==> src/hdl/slpt_pkg.sv <==
// ----------------------------------------------------------------------------
// slpt_pkg
// Shared types and constants for the sonar line parser and distance table.
// ----------------------------------------------------------------------------
`default_nettype none

package slpt_pkg;

  // Field widths of the item channels.
  localparam int MODE_W     = 1;
  localparam int BYTE_W     = 8;
  localparam int READ_IDX_W = 11;
  localparam int KIND_W     = 2;
  localparam int STEP_W     = 16;
  localparam int DIST_OUT_W = 16;
  localparam int LATEST_W   = 11;

  // Default parameter values.
  localparam int DEF_ENTRIES    = 2048;
  localparam int DEF_DIST_WIDTH = 16;

  // Width that holds any table size in range, plus one bit for the compare.
  localparam int CMP_W = 17;

  // Item modes.
  localparam logic [MODE_W-1:0] MODE_BYTE = 1'b0;
  localparam logic [MODE_W-1:0] MODE_READ = 1'b1;

  // Result kinds.
  localparam logic [KIND_W-1:0] KIND_STORED   = 2'd0;
  localparam logic [KIND_W-1:0] KIND_READ     = 2'd1;
  localparam logic [KIND_W-1:0] KIND_REJECTED = 2'd2;

  // Characters the parser recognises.
  localparam logic [BYTE_W-1:0] CHAR_COMMA = 8'h2C;
  localparam logic [BYTE_W-1:0] CHAR_CR    = 8'h0D;
  localparam logic [BYTE_W-1:0] CHAR_LF    = 8'h0A;
  localparam logic [BYTE_W-1:0] CHAR_ZERO  = 8'h30;
  localparam logic [BYTE_W-1:0] CHAR_NINE  = 8'h39;

  // Field numbers within a line.
  localparam logic [1:0] FIELD_STEP = 2'd0;
  localparam logic [1:0] FIELD_DIST = 2'd1;
  localparam logic [1:0] FIELD_MOVE = 2'd2;

  // A finished line as the parser reports it.
  typedef struct packed {
    logic                  fire;
    logic                  in_range;
    logic [STEP_W-1:0]     step;
    logic [DIST_OUT_W-1:0] distance;
    logic [LATEST_W-1:0]   latest;
  } slpt_line_t;

endpackage

`default_nettype wire

==> src/hdl/slpt_parser.sv <==
// ----------------------------------------------------------------------------
// slpt_parser
// Character decoder and field accumulators for step,distance,move lines.
// ----------------------------------------------------------------------------
`default_nettype none

module slpt_parser
  import slpt_pkg::*;
#(
  parameter int ENTRIES    = DEF_ENTRIES,
  parameter int DIST_WIDTH = DEF_DIST_WIDTH
) (
  input  wire logic                clk,
  input  wire logic                rst,
  input  wire logic                accept,
  input  wire logic [BYTE_W-1:0]   rx_byte,
  output      slpt_line_t          line,
  output      logic [LATEST_W-1:0] last_step
);

  localparam logic [STEP_W-1:0] DIST_LIMIT =
    (DIST_WIDTH >= 16) ? {STEP_W{1'b1}} : STEP_W'((1 << DIST_WIDTH) - 1);
  localparam logic [CMP_W-1:0] ENTRIES_C = CMP_W'(ENTRIES);
  localparam int               PROD_W    = STEP_W + 4;

  logic                  synced;
  logic [1:0]            field_number;
  logic [STEP_W-1:0]     step_acc;
  logic [DIST_OUT_W-1:0] dist_acc;

  logic                  is_digit;
  logic [3:0]            digit;
  logic [PROD_W-1:0]     step_prod;
  logic [PROD_W-1:0]     dist_prod;
  logic [STEP_W-1:0]     step_sat;
  logic [DIST_OUT_W-1:0] dist_sat;
  logic                  in_range;
  logic [BYTE_W-1:0]     digit_off;

  // Digit decode and saturating decimal accumulation.
  assign is_digit  = (rx_byte >= CHAR_ZERO) && (rx_byte <= CHAR_NINE);
  assign digit_off = rx_byte - CHAR_ZERO;
  assign digit     = digit_off[3:0];
  assign step_prod = PROD_W'(step_acc) * PROD_W'(10) + PROD_W'(digit);
  assign dist_prod = PROD_W'(dist_acc) * PROD_W'(10) + PROD_W'(digit);
  assign step_sat  = (step_prod > PROD_W'({STEP_W{1'b1}})) ? {STEP_W{1'b1}}
                                                           : step_prod[STEP_W-1:0];
  assign dist_sat  = (dist_prod > PROD_W'(DIST_LIMIT)) ? DIST_LIMIT
                                                       : dist_prod[DIST_OUT_W-1:0];

  // The finished line as seen when its newline is taken.
  assign in_range      = {1'b0, step_acc} < ENTRIES_C;
  assign line.fire     = accept && synced && (rx_byte == CHAR_LF);
  assign line.in_range = in_range;
  assign line.step     = step_acc;
  assign line.distance = dist_acc;
  assign line.latest   = in_range ? step_acc[LATEST_W-1:0] : last_step;

  // Parser state update, one received character per accepted item.
  always_ff @(posedge clk) begin
    if (rst) begin
      synced       <= 1'b0;
      field_number <= FIELD_STEP;
      step_acc     <= '0;
      dist_acc     <= '0;
      last_step    <= '0;
    end else if (accept) begin
      if (!synced) begin
        if (rx_byte == CHAR_LF) begin
          synced <= 1'b1;
        end
      end else begin
        priority if (is_digit) begin
          if (field_number == FIELD_STEP) begin
            step_acc <= step_sat;
          end else if (field_number == FIELD_DIST) begin
            dist_acc <= dist_sat;
          end
        end else if (rx_byte == CHAR_COMMA) begin
          if (field_number != FIELD_MOVE) begin
            field_number <= field_number + 2'd1;
          end
        end else if (rx_byte == CHAR_LF) begin
          if (in_range) begin
            last_step <= step_acc[LATEST_W-1:0];
          end
          step_acc     <= '0;
          dist_acc     <= '0;
          field_number <= FIELD_STEP;
        end else if (rx_byte == CHAR_CR) begin
          // Carriage returns are dropped like any other character.
        end else begin
        end
      end
    end
  end

endmodule

`default_nettype wire

==> config.mk <==
export PLATFORM = sky130hd
export DESIGN_NAME = slpt_parser
export DESIGN_NICKNAME = d
export VERILOG_FILES = /design/src/hdl/slpt_pkg.sv /design/src/hdl/slpt_parser.sv
export SDC_FILE = /design/constraint.sdc
export NUM_CORES = 1
export LEC_CHECK = 0
export ABC_AREA = 1
export BUFFER_PORTS_ARGS = -buffer_cell sky130_fd_sc_hd__clkbuf_2
export CORE_MARGIN = 5
export CORE_UTILIZATION = 66
export CTS_BUF_LIST = sky130_fd_sc_hd__clkbuf_8
export DETAILED_ROUTE_END_ITERATION = 12
export GPL_ROUTABILITY_DRIVEN = 0
export GPL_TIMING_DRIVEN = 0
export PLACE_DENSITY = 0.89
export SYNTH_ARGS = -nofsm -noshare
export SYNTH_HDL_FRONTEND = slang
export SYNTH_SLANG_ARGS = --single-unit
==> constraint.sdc <==
create_clock -name clk -period 9.05 [get_ports clk]
set_clock_uncertainty 0.05 [all_clocks]
set_input_delay 0 -clock clk [delete_from_list [all_inputs] [get_ports clk]]
set_output_delay 0 -clock clk [all_outputs]
set_load 0.02 [all_outputs]
Yosys cells after proc, flatten, opt, wreduce, memory -nomap -nowiden
Cells that the tools add are included.
Widths: inputs -> output; s select.

word-level totals
  input bits = 11
  register bits after elaboration = 46
  logic and storage cells = 52

cells by class
  bitwise logic cells = 2
  add/sub/neg operators = 4
  magnitude comparators = 5
  reductions and logical operators = 10
  $mul = 2
  equal/unequal tests = 9
  mux-type cells = 15

operators by type and width
  cell                   count
  $mux 16                9
  $add 20x4->20          2
  $gt 20x16->1 const B   2
  $mul 16x3->19 const B  2
  $lt 16x12->1 const B   1
  $reduce_and 5->1       3
  $mux 11                1
  $eq 8x4->1 const B     1
  $eq 8x6->1 const B     1
  $ge 8x6->1 const B     1
  $le 8x6->1 const B     1
  $mux 2                 3
  $ne 2x1->1 const B     3
  $ne 2x2->1 const B     3
  $reduce_and 6->1       1
  $reduce_bool 2->1      2
  $sub 4x1->4 const B    1
  $logic_and 1x1->1      3
  $add 2x1->2 const B    1
  $eq 2x1->1 const B     1
  $logic_not 2->1        1
  $mux 1                 2
  $not 1->1              2

Logic depth before layout (Yosys ltp)
Gate-level depths: netlist (run 1).

  depth in word-level cells = 7
  gate-level depth with buffers = 22
  depth with buffers taken out = 21

Worst setup path after synthesis (run 1)
No wires, ideal clock.

  path type = reg2reg
  from = register dist_acc[1]
  to = register dist_acc[14]
  data arrival time = 3.027 ns
  stages on the path, launching flop included = 20
  clock period less this slack = 3.209 ns
  required time = 8.868 ns
  path buffers = 1
  slack = 5.841 ns
  cell sequence = dfxtp_1 ha_1 ha_1 inv_1 fa_1 nor2_1 nand3_1 nand2_1 nand2_1 nor2_2 inv_1 nor2_1 nand2_1 nor2_4 nand3_2 a21oi_4 buf_4 nand3_1 nand2_1 a21oi_1

on the way
  word-level cells in the longest chain between the ends = 7

ends and longest elaborated chain
  element                 line               text
  start, declared         slpt_parser.sv:29  logic [DIST_OUT_W-1:0] dist_acc;
  start signal, assigned  slpt_parser.sv:77  dist_acc <= dist_sat;
  $mul 16x3->19 *         slpt_parser.sv:45  assign dist_prod = PROD_W'(dist_acc) * PROD_W'(10) + PROD_W'(digit);
  $add 20x4->20 *         slpt_parser.sv:45
  $gt 20x16->1            slpt_parser.sv:48  assign dist_sat = (dist_prod > PROD_W'(DIST_LIMIT)) ? DIST_LIMIT
  $mux 16 *               slpt_parser.sv:48
  $mux 16 *               slpt_parser.sv:76  end else if (field_number == FIELD_DIST) begin
  $mux 16 *               slpt_parser.sv:74  if (field_number == FIELD_STEP) begin
  $mux 16 *               slpt_parser.sv:73  priority if (is_digit) begin

Mark *: on every way between the ends. The rest lies on a longest branch, timed or not. The select of a mux whose other input is x is not followed.
A chain may end at the register's enable or synchronous reset.

Worst setup path in the final report (run 1)
  from = register step_acc[1]
  to = register step_acc[5]

on the way
  word-level cells in the longest chain between the ends = 6

ends and longest elaborated chain
  element                 line               text
  start, declared         slpt_parser.sv:28  logic [STEP_W-1:0] step_acc;
  start signal, assigned  slpt_parser.sv:75  step_acc <= step_sat;
  $mul 16x3->19 *         slpt_parser.sv:44  assign step_prod = PROD_W'(step_acc) * PROD_W'(10) + PROD_W'(digit);
  $add 20x4->20 *         slpt_parser.sv:44
  $gt 20x16->1            slpt_parser.sv:46  assign step_sat = (step_prod > PROD_W'({STEP_W{1'b1}})) ? {STEP_W{1'b1}}
  $mux 16 *               slpt_parser.sv:46
  $mux 16 *               slpt_parser.sv:74
  $mux 16 *               slpt_parser.sv:73

Marks and branches as above.

==> tab_implementation.tex, run 1 <==
\begin{tabular}{lr}
\hline
Metric & Value \\
\hline
\multicolumn{2}{l}{\textbf{Floorplanning}} \\
Number of ports placed on the die boundary & 67 \\
Die W & 101.7 um \\
Die area & 10350 sq um \\
Std-Cell Rows & 33 \\
Core region area & 8217 sq um \\
Starting Density & 0.6760 \\
Y dimension of the die & 101.7 um \\
\multicolumn{2}{l}{\textbf{Timing}} \\
Worst hold-check slack & 0.02330 ns \\
Highest achievable clock rate & 0.2664 GHz \\
Unrepaired setup endpoints after global routing & false \\
Max\_slew headroom & 0.5699 \\
Final hold violations & 0 \\
Clock period minus worst slack & 3.754 ns \\
Transition time at the pin with the least slew margin & 0.6438 ns \\
Setup\_tns & 0 ns \\
Number of max-slew violations in the final report & 0 \\
Final period utilization & 0.4148 \\
Finish-stage setup viols & 0 \\
\multicolumn{2}{l}{\textbf{Synthesis}} \\
Sequential share of the synthesized area & 0.1658 \\
Number of storage elements in the synthesis netlist & 46 \\
Post-synthesis cell type count & 38 \\
Cells after synthesis & 921 \\
Mapped cell area & 5554 sq um \\
Largest cells by area after synthesis & sky130\_fd\_sc\_hd\_\_nand2\_1 (22\%), sky130\_fd\_sc\_hd\_\_dfxtp\_1 (17\%), sky130\_fd\_sc\_hd\_\_ha\_1 (15\%), sky130\_fd\_sc\_hd\_\_inv\_1 (8.9\%), sky130\_fd\_sc\_hd\_\_nand3\_1 (8.2\%) \\
Synthesis warning total & 0 \\
Mean area per synthesized cell & 6.030 sq um \\
Post-synth net total & 1001 \\
Top-area cell type share of the netlist area & 0.2244 \\
Cell accounting for the most synthesized area & sky130\_fd\_sc\_hd\_\_nand2\_1 \\
\multicolumn{2}{l}{\textbf{Routing}} \\
DR vias/cell & 5.365 \\
Total via count after detailed routing & 5901 \\
Post-detailed-route count of antenna-violating nets & 0 \\
Length of the first detailed-routing pass in iterations & 5 \\
Final routed wirelength across all metal layers & 13.77 mm \\
Routed length per instance & 12.52 um \\
Initial detailed-routing violation count & 293 \\
Drt drc & 0 \\
\multicolumn{2}{l}{\textbf{Min path}} \\
Class of the tightest hold or removal check & input pin to flop \\
\multicolumn{2}{l}{\textbf{Cells and area}} \\
Commonest cells after routing, fill and taps aside & sky130\_fd\_sc\_hd\_\_nand2\_1 (332), sky130\_fd\_sc\_hd\_\_inv\_1 (131), sky130\_fd\_sc\_hd\_\_nand3\_1 (91) \\
Register Area & 920.9 sq um \\
Final-layout fill cell count & 718 \\
Multi-input logic area & 4020 sq um \\
Commonest non-fill, non-tap cell in the layout & sky130\_fd\_sc\_hd\_\_nand2\_1 \\
Layout cell share with drive strength beyond 1 & 0.1397 \\
Area overhead of the layout relative to synthesis & 10.43\% \\
Layout net count & 1074 \\
Antenna cell count & 0 \\
\multicolumn{2}{l}{\textbf{Place}} \\
Buffers added on ports & 65 \\
Total half-perimeter wirelength after legalization and detailed placement & 11.16 mm \\
\multicolumn{2}{l}{\textbf{Power}} \\
Total power consumption of the routed design & 381.2 uW \\
Power density over the cells & 62.16 nW/um\^{}2 \\
Leakage power of the design & 0.003363 uW \\
VDD IR-drop max & 0.06981 mV \\
\multicolumn{2}{l}{\textbf{Clock network}} \\
Clock insertion delay at the later pin of the skew report & 0.31 ns \\
CTS max path bufs & 2 \\
Cts bufs inserted & 5 \\
Root Buffer Master & sky130\_fd\_sc\_hd\_\_clkbuf\_8 \\
Clock transition at the register clock pins on the worst setup and hold paths after CTS & 0.10 ns \\
Clock tree sinks & 46 \\
Clock tree from TritonCTS & yes \\
CTS H-tree lvls & 2 \\
\multicolumn{2}{l}{\textbf{GRT}} \\
Remaining global-route overflow & 0 \\
Gr usage total & 0.2677 \\
Antenna violations before repair & 0 \\
Wire length of the first global-routing pass & 22.85 mm \\
Via count of the first global-routing pass & 5221 \\
Pin count of the biggest net entering global routing & 16 \\
\multicolumn{2}{l}{\textbf{Worst setup path}} \\
Crit start category & flop \\
Critical-path maximum fanout & 10 \\
CP Data Required Time & 9.17 ns \\
Element type at the critical path end & flop \\
Data arrival time of the worst path & 3.88 ns \\
Crit path kind & flop to flop \\
\multicolumn{2}{l}{\textbf{Run status}} \\
Status & complete, no violations \\
\multicolumn{2}{l}{\textbf{Flow run}} \\
Total of max-cap violations & 0 \\
\hline
\end{tabular}
## state kept, by name, indices dropped and copies added (netlist names)
register,flops
dist_acc,16
field_number,2
last_step,11
step_acc,16
synced,1
## synth_stat cells, drive strengths merged
master	instances
nand2	343
inv	137
nand3	107
a21oi	66
ha	65
nor2	60
dfxtp	46
o21ai	25
xor2	13
clkbuf	12
nand4	12
xnor2	8
buf	6
fa	4
and2	3
nor3	3
nand3b	2
nor4	2
o2111ai	2
or2	2
a211oi	1
nor3b	1
o22ai	1
## worst paths after layout
path	from	to	slack, ns	cells after the start
hold / removal	rst	dist_acc[1]	0.02	2
setup reg to reg	step_acc[1]	step_acc[5]	5.30	17
setup / recovery	step_acc[1]	step_acc[5]	5.30	17
hold reg to reg	last_step[4]	last_step[4]	0.42	2
## repair_timing
item | CTS | global route
buffers inserted | 0 | 0
resized for setup | 0 | 0
hold buffers | 1 | 0
hold endpoints to repair | 1 | 0
## worst max-delay path: stages (launching register included)
cell and delay [ns]:
sky130_fd_sc_hd__dfxtp_1 0.53, sky130_fd_sc_hd__ha_1 0.31, sky130_fd_sc_hd__ha_1 0.26, sky130_fd_sc_hd__inv_1 0.08, sky130_fd_sc_hd__fa_1 0.46, sky130_fd_sc_hd__nor2_2 0.17
sky130_fd_sc_hd__nand3_1 0.15, sky130_fd_sc_hd__a21oi_2 0.22, sky130_fd_sc_hd__nand2_1 0.14, sky130_fd_sc_hd__nor2_4 0.16, sky130_fd_sc_hd__nand3_2 0.12, sky130_fd_sc_hd__nor2_4 0.14
sky130_fd_sc_hd__nand3_2 0.10, sky130_fd_sc_hd__a21oi_4 0.27, sky130_fd_sc_hd__buf_6 0.21, sky130_fd_sc_hd__nand3_2 0.08, sky130_fd_sc_hd__nand2_1 0.09, sky130_fd_sc_hd__a21oi_1 0.08
## cell type report
class	instances	area share
Sequential cell	46	0.1501
Clock inverter	3	0.007140
Tap cell	105	0.02142
Buffer	18	0.01612
Inverter	137	0.08384
Clock buffer	5	0.01122
Multi-Input combinational cell	720	0.6554
Timing Repair Buffer	66	0.05467
## power by group
part           leakage, uW  internal (uW)  switching, uW
clock network    0.0000585           83.0           79.9
registers         0.000370            202         0.0182
logic              0.00293           5.56           10.5
total              0.00336            291           90.4
## cell families (layout without fill, tap and decap cells)
group | count (synthesis) | count (layout) | share of synthesized area
simple gates | 535 | 535 | 0.4343
xor+xnor | 21 | 21 | 0.03312
flops | 46 | 46 | 0.1658
fa+ha+maj | 69 | 69 | 0.1608
buf+inv | 155 | 229 | 0.1104
compound gates | 95 | 95 | 0.09552
## layer usage
layer	up-vias	part of all wire	global-route usage
li1	3084	-	-
met1	2619	0.43	0.3441
met2	176	0.48	0.4698
met3	22	0.059	0.03926
met4	0	0.023	0.06646
met5	-	0	0
## per-stage QoR
stage / std cells / area, sq um / utilization / setup slack [ns]
after CTS: 1100 / 6133 / 0.7465 / 5.381
after global routing: 1100 / 6133 / 0.7465 / 5.110
final: 1100 / 6133 / 0.7465 / 5.296
after global placement: 1091 / 6011 / 0.7315 / 5.591
after detailed placement: 1091 / 6011 / 0.7315 / 5.525
after floorplan: 921 / 5554 / - / 5.841
Note: power is estimated with default switching activity, not from simulation.
==> run 2: changes to the inputs <==
--- a/config.mk
+++ b/config.mk
@@ -5,15 +5,15 @@
 export SDC_FILE = /design/constraint.sdc
 export NUM_CORES = 1
 export LEC_CHECK = 0
-export ABC_AREA = 1
+export ABC_AREA = 0
 export BUFFER_PORTS_ARGS = -buffer_cell sky130_fd_sc_hd__clkbuf_2
 export CORE_MARGIN = 5
-export CORE_UTILIZATION = 66
+export CORE_UTILIZATION = 54
 export CTS_BUF_LIST = sky130_fd_sc_hd__clkbuf_8
 export DETAILED_ROUTE_END_ITERATION = 12
 export GPL_ROUTABILITY_DRIVEN = 0
 export GPL_TIMING_DRIVEN = 0
-export PLACE_DENSITY = 0.89
+export PLACE_DENSITY = 0.79
 export SYNTH_ARGS = -nofsm -noshare
 export SYNTH_HDL_FRONTEND = slang
 export SYNTH_SLANG_ARGS = --single-unit
==> constraint.sdc (replaced) <==
create_clock -name clk -period 3.4 [get_ports clk]
set_clock_uncertainty 0.05 [all_clocks]
set_input_delay 0 -clock clk [delete_from_list [all_inputs] [get_ports clk]]
set_output_delay 0 -clock clk [all_outputs]
set_load 0.02 [all_outputs]
==> run 2 against run 1 <==
The flow now finishes with violations (setup timing). Cell count shrank 33%. Sequential share of layout area grew 1.6 points. Via count shrank 19%. Power grew to 2.6 times the previous value. Synthesized area shrank 17%. Fmax grew 9.0%. Global-route usage shrank 1.9 points. Clock power grew to 2.5 times the previous value. Register-to-register slack lost 5.3 ns. Sequential power grew to 2.6 times the previous value. Clock-buffer cell count is the same. Wire length grew 1.4%. Largest power group unchanged.
==> tab_implementation.tex, run 2 <==
\begin{tabular}{lr}
\hline
Metric & Value \\
\hline
\multicolumn{2}{l}{\textbf{Timing}} \\
Final hold violations & 0 \\
Highest achievable clock rate & 0.2903 GHz \\
Max\_slew headroom & 0.3121 \\
Finish-stage setup viols & 13 \\
Unrepaired setup endpoints after global routing & true \\
Clock period minus worst slack & 3.445 ns \\
Number of max-slew violations in the final report & 0 \\
Worst hold-check slack & 0.07425 ns \\
Final period utilization & 1.013 \\
Transition time at the pin with the least slew margin & 1.023 ns \\
Worst setup slack after layout & -0.04528 ns \\
\multicolumn{2}{l}{\textbf{Synthesis}} \\
Cell with the most instances after synthesis & sky130\_fd\_sc\_hd\_\_ha\_1 \\
Dominant register cell in the synthesized netlist & sky130\_fd\_sc\_hd\_\_dfxtp\_1 \\
Cell accounting for the most synthesized area & sky130\_fd\_sc\_hd\_\_dfxtp\_1 \\
Proportion of register bits with asynchronous set or reset after synthesis & 0 \\
Post-synthesis cell type count & 70 \\
EDFF count, synth & 0 \\
Mean area per synthesized cell & 8.551 sq um \\
Synthesis warning total & 0 \\
Top-area cell type share of the netlist area & 0.2009 \\
Cells after synthesis & 536 \\
Mapped cell area & 4583 sq um \\
Most instantiated cells after synthesis & sky130\_fd\_sc\_hd\_\_ha\_1 (65), sky130\_fd\_sc\_hd\_\_dfxtp\_1 (46), sky130\_fd\_sc\_hd\_\_nand2\_1 (41) \\
Sequential share of the synthesized area & 0.2009 \\
Post-synth net total & 616 \\
Largest cells by area after synthesis & sky130\_fd\_sc\_hd\_\_dfxtp\_1 (20\%), sky130\_fd\_sc\_hd\_\_ha\_1 (18\%), sky130\_fd\_sc\_hd\_\_xor2\_1 (4.0\%), sky130\_fd\_sc\_hd\_\_nor3\_1 (3.8\%), sky130\_fd\_sc\_hd\_\_xnor2\_1 (3.8\%) \\
Number of storage elements in the synthesis netlist & 46 \\
\multicolumn{2}{l}{\textbf{Place}} \\
Placed cell count & 706 \\
Buffers added on ports & 65 \\
Area after detailed placement & 5069 sq um \\
Worst setup slack before clock tree synthesis & -0.3286 ns \\
Total half-perimeter wirelength after legalization and detailed placement & 9.425 mm \\
\multicolumn{2}{l}{\textbf{Worst setup path}} \\
Data arrival time of the worst path & 3.59 ns \\
Critical-path maximum fanout & 8 \\
Element type at the critical path end & flop \\
Crit start category & flop \\
Crit path kind & flop to flop \\
CP Data Required Time & 3.54 ns \\
\multicolumn{2}{l}{\textbf{Cells and area}} \\
Layout cell share with drive strength beyond 1 & 0.3386 \\
Commonest cells after routing, fill and taps aside & sky130\_fd\_sc\_hd\_\_clkbuf\_2 (65), sky130\_fd\_sc\_hd\_\_ha\_1 (49), sky130\_fd\_sc\_hd\_\_nor2\_1 (40), sky130\_fd\_sc\_hd\_\_nand2\_1 (40), sky130\_fd\_sc\_hd\_\_nor3\_1 (32) \\
Antenna cell count & 0 \\
Area overhead of the layout relative to synthesis & 26.92\% \\
Commonest non-fill, non-tap cell in the layout & sky130\_fd\_sc\_hd\_\_clkbuf\_2 \\
Post-route cell area & 5817 sq um \\
Biggest regs & dist\_acc: 16 flops, step\_acc: 16 flops, last\_step: 11 flops \\
Non-filler cells in the finished layout & 737 \\
Layout net count & 711 \\
\multicolumn{2}{l}{\textbf{Floorplanning}} \\
Std-Cell Rows & 33 \\
Die area & 10430 sq um \\
Y dimension of the die & 102.1 um \\
Number of ports placed on the die boundary & 67 \\
Die W & 102.1 um \\
Core region area & 8258 sq um \\
Starting Density & 0.5550 \\
\multicolumn{2}{l}{\textbf{Routing}} \\
Length of the first detailed-routing pass in iterations & 5 \\
Post-detailed-route count of antenna-violating nets & 0 \\
Total via count after detailed routing & 4767 \\
Drt drc & 0 \\
Final routed wirelength across all metal layers & 13.97 mm \\
Initial detailed-routing violation count & 396 \\
DR vias/cell & 6.468 \\
Routed length per instance & 18.95 um \\
\multicolumn{2}{l}{\textbf{Flow run}} \\
Total of max-cap violations & 0 \\
\multicolumn{2}{l}{\textbf{Clock network}} \\
Clock tree from TritonCTS & yes \\
Clock tree sinks & 46 \\
Clock transition at the register clock pins on the worst setup and hold paths after CTS & 0.09 ns \\
Clock insertion delay at the later pin of the skew report & 0.31 ns \\
Cts bufs inserted & 5 \\
CTS max path bufs & 2 \\
Root Buffer Master & sky130\_fd\_sc\_hd\_\_clkbuf\_8 \\
CTS H-tree lvls & 2 \\
\multicolumn{2}{l}{\textbf{Power}} \\
VDD IR-drop max & 0.3164 mV \\
Leakage power of the design & 0.002504 uW \\
Power density over the cells & 168.2 nW/um\^{}2 \\
\multicolumn{2}{l}{\textbf{Run status}} \\
Violations in the final reports & setup timing \\
Status & finished with violations \\
\multicolumn{2}{l}{\textbf{GRT}} \\
Gr usage total & 0.2489 \\
Wire length of the first global-routing pass & 21.44 mm \\
Pin count of the biggest net entering global routing & 14 \\
Via count of the first global-routing pass & 4552 \\
Antenna violations before repair & 0 \\
Remaining global-route overflow & 0 \\
\multicolumn{2}{l}{\textbf{Min path}} \\
Class of the tightest hold or removal check & input pin to flop \\
\hline
\end{tabular}
[run 2: what timing repair did]
item,CTS,global route
pin swaps,10,26
resized for setup,45,51
endpoints found under the setup margin,31,30
setup buffers,9,14
hold buffers,2,0
cloned,1,0
endpoints found under the hold margin,3,0
[run 2: worst max-delay path, stage by stage, from the launching register on]
cell,delay (ns)
sky130_fd_sc_hd__dfxtp_2,0.37
sky130_fd_sc_hd__ha_1,0.31
sky130_fd_sc_hd__ha_1,0.28
sky130_fd_sc_hd__buf_2,0.24
sky130_fd_sc_hd__nand2_1,0.10
sky130_fd_sc_hd__o311a_1,0.34
sky130_fd_sc_hd__nor3_2,0.18
sky130_fd_sc_hd__o2111ai_2,0.18
sky130_fd_sc_hd__nor4_2,0.29
sky130_fd_sc_hd__mux2_4,0.35
sky130_fd_sc_hd__o21a_4,0.22
sky130_fd_sc_hd__buf_4,0.15
sky130_fd_sc_hd__a221o_1,0.27
[run 2: stage by stage]
| stage | total power (uW) | TNS (ns) | util |
|---|---|---|---|
| after floorplan | 567.2 | 0 | - |
| after global placement | 582.0 | -6.130 | 0.6138 |
| after detailed placement | 583.5 | -7.271 | 0.6138 |
| after CTS | 978.2 | 0 | 0.6633 |
| after global routing | 1009 | -1.940 | 0.7044 |
| final | 978.4 | -0.2991 | 0.7044 |
[run 2: metal layers]
metal | global-route usage | part of all wire | vias up
met1 | 0.3331 | 0.43 | 2276
li1 | - | - | 2226
met3 | 0.03754 | 0.068 | 45
met4 | 0.06761 | 0.027 | 0
met2 | 0.4183 | 0.48 | 220
met5 | 0 | 0 | -
[run 2: final timing paths]
kind                                 startpoint  slack, ns              end  cells after the start
worst min register to register  field_number[1]       0.44  field_number[1]                      2
worst min-delay path                 rx_byte[5]       0.07  field_number[0]                      4
worst max register to register      step_acc[5]      -0.05      step_acc[2]                     12
worst max-delay path                step_acc[5]      -0.05      step_acc[2]                     12
[run 2: report_power, final]
| group | leakage [uW] | internal (uW) | switching [uW] |
|---|---|---|---|
| Combinational | 0.00206 | 11.5 | 24.7 |
| Clock | 0.0000607 | 214 | 195 |
| Sequential | 0.000384 | 532 | 0.0396 |
| Total | 0.00250 | 758 | 220 |
[run 2: kinds of logic (layout without fill, tap and decap cells)]
kind of cell,count (synthesis),count (layout),synth area share
xor+xnor,41,41,0.07835
flops,46,46,0.2009
buf+inv,43,139,0.04177
mux,16,16,0.04122
simple gates,177,177,0.1941
compound gates,144,144,0.2487
fa+ha+maj,69,69,0.1949
[run 2: final cells by class]
cell class                      instances  area [sq um]
Sequential cell                        46         965.9
Timing Repair Buffer                   91         536.8
Buffer                                 20         110.1
Tap cell                              105         131.4
Clock inverter                          3         37.54
Fill cell                             619          2441
Inverter                               20         75.07
Clock buffer                            5         68.82
Multi-Input combinational cell        447          3891
